==> config.mk <==
export PLATFORM = sky130hd
export DESIGN_NAME = sdes_counter_mode_cipher
export DESIGN_NICKNAME = d
export VERILOG_FILES = /design/src/rtl/core/sdes_pkg.sv /design/src/rtl/core/sdes_counter_mode_cipher.sv /design/src/rtl/core/sdes_key_sched.sv /design/src/rtl/core/sdes_encrypt.sv
export SDC_FILE = /design/constraint.sdc
export NUM_CORES = 1
export LEC_CHECK = 0
export BUFFER_PORTS_ARGS = -buffer_cell sky130_fd_sc_hd__buf_2
export CORE_MARGIN = 10
export CORE_UTILIZATION = 45
export CTS_CLUSTER_SIZE = 28
export DETAILED_ROUTE_END_ITERATION = 8
export GPL_TIMING_DRIVEN = 0
export PLACE_DENSITY = 0.72
export SKIP_CTS_REPAIR_TIMING = 1
export SYNTH_ARGS = -nofsm -noshare
export SYNTH_HDL_FRONTEND = slang
export SYNTH_HIERARCHICAL = 1
export SYNTH_SLANG_ARGS = --single-unit
==> constraint.sdc <==
create_clock -name clock -period 15.26 [get_ports clock]
set_input_delay 3.052 -clock clock [delete_from_list [all_inputs] [get_ports clock]]
set_output_delay 3.052 -clock clock [all_outputs]
set_load 0.01 [all_outputs]
==> src/rtl/core/sdes_pkg.sv <==
`timescale 1ns / 1ps
`default_nettype none
// ----------------------------------------------------------------------------
// S-DES package
// Types, permutation tables, S-boxes and the round/key functions shared by
// the key schedule and the cipher datapath.
// ----------------------------------------------------------------------------
package sdes_pkg;

   localparam int KEY_W   = 10;
   localparam int BYTE_W  = 8;
   localparam int HALF_W  = 4;
   localparam int CSR_IDX_W = 1;
   localparam int CSR_DATA_W = 10;

   localparam logic [CSR_IDX_W-1:0] CSR_CIPHER_KEY    = 1'b0;
   localparam logic [CSR_IDX_W-1:0] CSR_COUNTER_START = 1'b1;

   localparam logic [KEY_W-1:0]  KEY_RESET   = 10'd509;
   localparam logic [BYTE_W-1:0] START_RESET = 8'd0;

   // Tables number bits from 1 at the MSB.
   localparam int P10_TAB   [10] = '{3, 5, 2, 7, 4, 10, 1, 9, 8, 6};
   localparam int P8_TAB    [8]  = '{6, 3, 7, 4, 8, 5, 10, 9};
   localparam int IP_TAB    [8]  = '{2, 6, 3, 1, 4, 8, 5, 7};
   localparam int IPINV_TAB [8]  = '{4, 1, 3, 5, 7, 2, 8, 6};
   localparam int EP_TAB    [8]  = '{4, 1, 2, 3, 2, 3, 4, 1};
   localparam int P4_TAB    [4]  = '{2, 4, 3, 1};

   localparam logic [1:0] SBOX0 [4][4] = '{
      '{2'd1, 2'd0, 2'd3, 2'd2},
      '{2'd3, 2'd2, 2'd1, 2'd0},
      '{2'd0, 2'd2, 2'd1, 2'd3},
      '{2'd3, 2'd1, 2'd3, 2'd2}};
   localparam logic [1:0] SBOX1 [4][4] = '{
      '{2'd0, 2'd1, 2'd2, 2'd3},
      '{2'd2, 2'd0, 2'd1, 2'd3},
      '{2'd3, 2'd0, 2'd1, 2'd0},
      '{2'd2, 2'd1, 2'd0, 2'd3}};

   typedef struct packed {
      logic [BYTE_W-1:0] k1;
      logic [BYTE_W-1:0] k2;
   } subkey_type;

   function automatic logic [9:0] perm_p10(input logic [9:0] v);
      logic [9:0] o;
      o = '0;
      for (int i = 0; i < 10; i++) o[9-i] = v[10-P10_TAB[i]];
      return o;
   endfunction

   function automatic logic [7:0] perm_p8(input logic [9:0] v);
      logic [7:0] o;
      o = '0;
      for (int i = 0; i < 8; i++) o[7-i] = v[10-P8_TAB[i]];
      return o;
   endfunction

   function automatic logic [7:0] perm_ip(input logic [7:0] v);
      logic [7:0] o;
      o = '0;
      for (int i = 0; i < 8; i++) o[7-i] = v[8-IP_TAB[i]];
      return o;
   endfunction

   function automatic logic [7:0] perm_ipinv(input logic [7:0] v);
      logic [7:0] o;
      o = '0;
      for (int i = 0; i < 8; i++) o[7-i] = v[8-IPINV_TAB[i]];
      return o;
   endfunction

   function automatic logic [7:0] perm_ep(input logic [3:0] v);
      logic [7:0] o;
      o = '0;
      for (int i = 0; i < 8; i++) o[7-i] = v[4-EP_TAB[i]];
      return o;
   endfunction

   function automatic logic [3:0] perm_p4(input logic [3:0] v);
      logic [3:0] o;
      o = '0;
      for (int i = 0; i < 4; i++) o[3-i] = v[4-P4_TAB[i]];
      return o;
   endfunction

   function automatic logic [4:0] rotl5_1(input logic [4:0] x);
      return {x[3:0], x[4]};
   endfunction

   function automatic logic [4:0] rotl5_2(input logic [4:0] x);
      return {x[2:0], x[4:3]};
   endfunction

   // Feistel function: expand, mix subkey, two S-boxes, P4.
   function automatic logic [3:0] round_f(input logic [3:0] half,
                                          input logic [7:0] sub);
      logic [7:0] e;
      logic [3:0] a;
      logic [3:0] b;
      logic [1:0] s0;
      logic [1:0] s1;
      e  = perm_ep(half) ^ sub;
      a  = e[7:4];
      b  = e[3:0];
      s0 = SBOX0[{a[3], a[0]}][a[2:1]];
      s1 = SBOX1[{b[3], b[0]}][b[2:1]];
      return perm_p4({s0, s1});
   endfunction

endpackage
`default_nettype wire

==> src/rtl/core/sdes_counter_mode_cipher.sv <==
`timescale 1ns / 1ps
`default_nettype none
// ----------------------------------------------------------------------------
// S-DES counter mode cipher
// Byte stream encrypt/decrypt with an S-DES keystream over an 8-bit counter.
// ----------------------------------------------------------------------------
// One request per cycle; each result appears in the cycle after its request
// is accepted, held in a single output register. A new request is taken while
// that register is empty or in the same cycle its result is taken; while a
// result waits unaccepted, requests stall. The keystream byte is S-DES of
// (counter_start + offset) mod 256; the offset clears at reset or on a
// request with restart set and advances by one per request. Write the key
// (index 0) and counter start (index 1) only while the block is idle; the
// offset survives register writes.
module sdes_counter_mode_cipher
   import sdes_pkg::*;
(
   input  wire logic                  clock,
   input  wire logic                  reset,
   input  wire logic                  req_valid,
   output logic                       req_ready,
   input  wire logic [BYTE_W-1:0]     req_data_byte,
   input  wire logic                  req_restart,
   output logic                       rsp_valid,
   input  wire logic                  rsp_ready,
   output logic [BYTE_W-1:0]          rsp_result_byte,
   input  wire logic                  csr_write_en,
   input  wire logic [CSR_IDX_W-1:0]  csr_index,
   input  wire logic [CSR_DATA_W-1:0] csr_wdata
);

   subkey_type        subkeys;
   logic [BYTE_W-1:0] counter_start;
   logic [BYTE_W-1:0] offset_ff;
   logic [BYTE_W-1:0] offset_in;
   logic [BYTE_W-1:0] offset_cur;
   logic [BYTE_W-1:0] block;
   logic [BYTE_W-1:0] keystream;
   logic              valid_ff;
   logic              valid_in;
   logic [BYTE_W-1:0] result_ff;
   logic [BYTE_W-1:0] result_in;
   logic              accept;

   sdes_key_sched u_key_sched (
      .clock         (clock),
      .reset         (reset),
      .csr_write_en  (csr_write_en),
      .csr_index     (csr_index),
      .csr_wdata     (csr_wdata),
      .subkeys       (subkeys),
      .counter_start (counter_start)
   );

   sdes_encrypt u_encrypt (
      .block     (block),
      .subkeys   (subkeys),
      .keystream (keystream)
   );

   assign req_ready = !valid_ff || rsp_ready;
   assign accept    = req_valid && req_ready;

   always_comb begin
      offset_cur = req_restart ? '0 : offset_ff;
      block      = counter_start + offset_cur;
      offset_in  = offset_ff;
      valid_in   = valid_ff;
      result_in  = result_ff;
      if (accept) begin
         offset_in = offset_cur + 1'b1;
         valid_in  = 1'b1;
         result_in = req_data_byte ^ keystream;
      end else if (rsp_ready) begin
         valid_in  = 1'b0;
      end
   end

   always_ff @(posedge clock) begin
      if (reset) begin
         offset_ff <= '0;
         valid_ff  <= 1'b0;
      end else begin
         offset_ff <= offset_in;
         valid_ff  <= valid_in;
      end
   end

   always_ff @(posedge clock) begin
      result_ff <= result_in;
   end

   assign rsp_valid       = valid_ff;
   assign rsp_result_byte = result_ff;

endmodule
`default_nettype wire

==> src/rtl/core/sdes_key_sched.sv <==
`timescale 1ns / 1ps
`default_nettype none
// ----------------------------------------------------------------------------
// S-DES key schedule and control registers
// Holds the key and counter start, derives both round subkeys from the key.
// ----------------------------------------------------------------------------
module sdes_key_sched
   import sdes_pkg::*;
(
   input  wire logic                  clock,
   input  wire logic                  reset,
   input  wire logic                  csr_write_en,
   input  wire logic [CSR_IDX_W-1:0]  csr_index,
   input  wire logic [CSR_DATA_W-1:0] csr_wdata,
   output subkey_type                 subkeys,
   output logic [BYTE_W-1:0]          counter_start
);

   logic [KEY_W-1:0]  key_ff;
   logic [KEY_W-1:0]  key_in;
   logic [BYTE_W-1:0] start_ff;
   logic [BYTE_W-1:0] start_in;
   logic [9:0]        p10_v;
   logic [4:0]        hi1;
   logic [4:0]        lo1;
   logic [4:0]        hi2;
   logic [4:0]        lo2;

   always_comb begin
      key_in   = key_ff;
      start_in = start_ff;
      if (csr_write_en) begin
         unique case (csr_index)
            CSR_CIPHER_KEY:    key_in   = csr_wdata[KEY_W-1:0];
            CSR_COUNTER_START: start_in = csr_wdata[BYTE_W-1:0];
            default: ;
         endcase
      end
   end

   always_ff @(posedge clock) begin
      if (reset) begin
         key_ff   <= KEY_RESET;
         start_ff <= START_RESET;
      end else begin
         key_ff   <= key_in;
         start_ff <= start_in;
      end
   end

   // Shift by 1 for K1, then by 2 more for K2.
   always_comb begin
      p10_v      = perm_p10(key_ff);
      hi1        = rotl5_1(p10_v[9:5]);
      lo1        = rotl5_1(p10_v[4:0]);
      hi2        = rotl5_2(hi1);
      lo2        = rotl5_2(lo1);
      subkeys.k1 = perm_p8({hi1, lo1});
      subkeys.k2 = perm_p8({hi2, lo2});
   end

   assign counter_start = start_ff;

endmodule
`default_nettype wire

==> src/rtl/core/sdes_encrypt.sv <==
`timescale 1ns / 1ps
`default_nettype none
// ----------------------------------------------------------------------------
// S-DES block encryption
// Two Feistel rounds on one 8-bit block; pure permutation and S-box logic.
// ----------------------------------------------------------------------------
module sdes_encrypt
   import sdes_pkg::*;
(
   input  wire logic [BYTE_W-1:0] block,
   input  wire subkey_type        subkeys,
   output logic [BYTE_W-1:0]      keystream
);

   logic [BYTE_W-1:0] ip_v;
   logic [HALF_W-1:0] mid;
   logic [HALF_W-1:0] left2;

   always_comb begin
      ip_v      = perm_ip(block);
      mid       = ip_v[7:4] ^ round_f(ip_v[3:0], subkeys.k1);
      // halves swap between the rounds
      left2     = ip_v[3:0] ^ round_f(mid, subkeys.k2);
      keystream = perm_ipinv({left2, mid});
   end

endmodule
`default_nettype wire
==> impl_metrics.csv <==
group,metric,value,unit
status,outcome,"finished clean",
drt,m1WireLength,3310,um
synth,synthDominantAreaCellType,"dfxtp_1",
drt,highest_layer,"met4",
clock_network,tritoncts,"yes",
synth,avgSynthCellArea,9.04,um2
synth,post_synth_and_or_nand_nor_area_fraction,19.6,%
drt,total_wirelength,6870,um
grt,grt_first_pass_wirelength,11400,um
timing,drv_slew,0,
synth,muxShareOfSynthArea,8.12,%
timing,hold_viol,0,
timing,skew,6.62,ps
grt,number_of_antenna_violations_at_the_first_check_in_global_routing,0,
place,placement_stage_cell_area,3380,um2
final_layout,area_growth,11.4,%
synth,synth_cells,346,
pwr,p_per_area,87.5,nW/um2
final_layout,layout.core_utilization,51.5,%
clock_network,cts_htree_levels,2,
synth,synth_enable_flop_cells,8,
die,count_of_boundary_i_o_pins,35,
min_path,hold_start,"u_key_sched/counter_start[1]",
synth,synthXorXnorAreaFrac,16.2,%
final_layout,fin_nets,419,
pwr,power,0.305,mW
setup_path,timing.critical_path.fanout_max,10,
final_layout,share_of_cells_above_drive_strength_1,24.4,%
drt,met3_length,357,um
setup_path,worstSetupPathType,"primary input to flop",
run,timing.max_cap.violations,0,
setup_path,critical-path-top-cell-by-count,"ha_1",
timing,worst_relative_slew_slack,49.5,%
synth,synth-async-reset-ratio,0,%
synth,synth-warning-count,6,
timing,setup-violations-final,0,
clock_network,cts-root-buf,"clkbuf_8",
setup_path,timing.critical_path.slowest_stage_cell,"xnor2_1",
synth,synth_compound_area_share,18.0,%
synth,post_synth_num_cell_types,75,
final_layout,post-route-cell-area,3480,um2
min_path,hold_path_class,"flop to flop",
synth,yosys.cell_count.top_type,"nor2_1",
synth,synth_top_cell_area_share,17.3,%
final_layout,diodes,0,
pwr,vdd_drop_max,0.0357,mV
setup_path,crit_path_start_kind,"primary input",
place,place_ws,6530,ps
timing,tightestPinTransition,752,ps
die,effective_utilization_at_floorplan,46.3,%
clock_network,clk_latency,290,ps
die,die_area,10700,um2
drt,remaining_drc_errors,0,
timing,final_min_period_over_clock_period,55.6,%
synth,ys_dominant_reg_cell,"dfxtp_1",
pwr,p_leak,1.43,nW
drt,drt_pre_antenna_iters,4,
synth,syn_area,3130,um2
timing,max_freq,118,MHz
timing,min_period,8490,ps
setup_path,critical_path.endpoint_type,"flop",
grt,grt-ovfl-total,0,
synth,netlist_top_cells_count,"nor2_1, dfxtp_1, xnor2_1",
die,die_w,103,um
clock_network,tritoncts.num_buffers,5,
place,place.port_buffers,31,
setup_path,critical_path.startpoint,"req_restart",
grt,grt_util_all_layers,13.4,%
clock_network,cts_buffer_depth,2,
drt,drt-vias-per-instance,5.41,
synth,synth-seq-area-share,25.0,%
die,floorplan.die.height,103,um
synth,synth_fp_nets,381,
drt,dr_wl_met2,3050,um
place,post-dp-hpwl,5360,um
timing,rsz0062_at_grt,"no",
die,core_area,6760,um2
drt,first_drt_iteration_drcs,120,
setup_path,crit_arrival,8540,ps
clock_network,cts.sinks,35,
grt,grt_max_degree,13,
place,weighted_congestion_reported_at_the_end_of_routability_driven_placement,0.880,
drt,drt.antenna.violating_nets,0,
drt,detailroute.via_count,2517,
setup_path,worstPathRequired,15310,ps
synth,postSynthRegisterBits,35,
setup_path,crit_path_cell_trace,"buf_2 -> buf_6 -> clkbuf_1 -> nor2b_1 -> ha_1 -> ha_1 -> a21oi_1 -> and2_1 -> o21ai_1 -> xnor2_1 -> xor2_1 -> inv_1 -> ha_1 -> mux4_2 -> xnor2_2 -> xnor2_1 -> inv_1 -> ha_1 -> inv_1 -> mux4_2 -> xnor2_1 -> xor2_1",
die,num_rows,30,
synth,netlist_top_cells_area,"dfxtp_1, edfxtp_1, xnor2_1",
synth,synth_top_family_by_area,"simple AND/OR/NAND/NOR gates",
clock_network,clock_input_transition_at_the_sequential_cells_of_the_worst_setup_and_hold_paths,70,ps
timing,timing.final.ws_setup,6770,ps
setup_path,reg_to_reg_startpoint,"offset_ff[0]",
synth,synth-adder-area-share,4.00,%
setup_path,timing.critical_path.slowest_cell_delay,630,ps
grt,first_global_vias,2381,
drt,wl_per_cell,14.8,um
timing,setup_tns,0,ps
[registers in the layout (all words and copies together), names as in the netlist]
signal and cells:
rsp_valid 1, u_key_sched/counter_start 8, u_key_sched/key_ff 10, rsp_result_byte 8
offset_ff 8
[path summary, 6_finish.rpt]
check / to / slack [ps] / depth (start not counted)
worst min register to register: u_key_sched/counter_start[1] / 490 / 2
worst max-delay path: rsp_result_byte[2] / 6770 / 22
worst min-delay path: u_key_sched/counter_start[1] / 490 / 2
worst max register to register: rsp_result_byte[2] / 9840 / 19
[worst max-delay path, delay by kind of cell]
kind | cells | cell delay (ps)
mux | 2 | 960
xor+xnor | 6 | 1780
compound gates | 2 | 260
simple gates | 2 | 390
buf+inv | 6 | 970
fa+ha+maj | 4 | 1120
[cell families after synthesis]
kind of cell    after synthesis
mux                          22
flops                        35
simple gates                106
xor+xnor                     51
buf+inv                      47
fa+ha+maj                    10
compound gates               75
[layer usage]
metal	GRT usage, %	vias to the layer above
li1	-	1282
met1	17.9	1172
met2	20.1	53
met3	3.19	10
met4	5.56	0
met5	0	-
[cell usage in the layout, fill, tap and decap left out, drive strengths merged, types with 3 or more instances in the layout]
cell     count
buf         54
nor2b        7
clkbuf      14
and2         4
nand4        4
o2111ai      4
o311ai       3
edfxtp       8
o21ai       11
nor2        32
mux2i       16
dfxtp       27
inv         18
nand2       16
a21bo        8
ha          10
nand3       15
a211oi       8
nand2b       9
o21bai       3
mux2         4
xor2        21
xnor2       29
a21oi       18
[cell type report]
| type | count | area [um2] |
|---|---|---|
| fillers | 655 | 3270 |
| multi-input cells | 264 | 2060 |
| flip-flops and latches | 35 | 781 |
| plain buffers | 29 | 216 |
| repair buffers | 31 | 155 |
| clock buffers | 8 | 100 |
| well taps | 80 | 100 |
| inverters | 18 | 67.6 |
[stage by stage]
step	hold WS, ps	instances
6_report	494	465
5_1_grt	515	465
4_1_cts	492	465
3_5_place_dp	482	457
3_3_place_gp	481	457
2_1_floorplan	451	346
[where the power goes]
part	switching (mW)	internal, mW	total (mW)
Clock	0.0355	0.0412	0.0767
Combinational	0.0600	0.0569	0.117
Sequential	0.00391	0.107	0.111
Total	0.0994	0.205	0.305
Note: power is estimated with default switching activity, not from simulation.
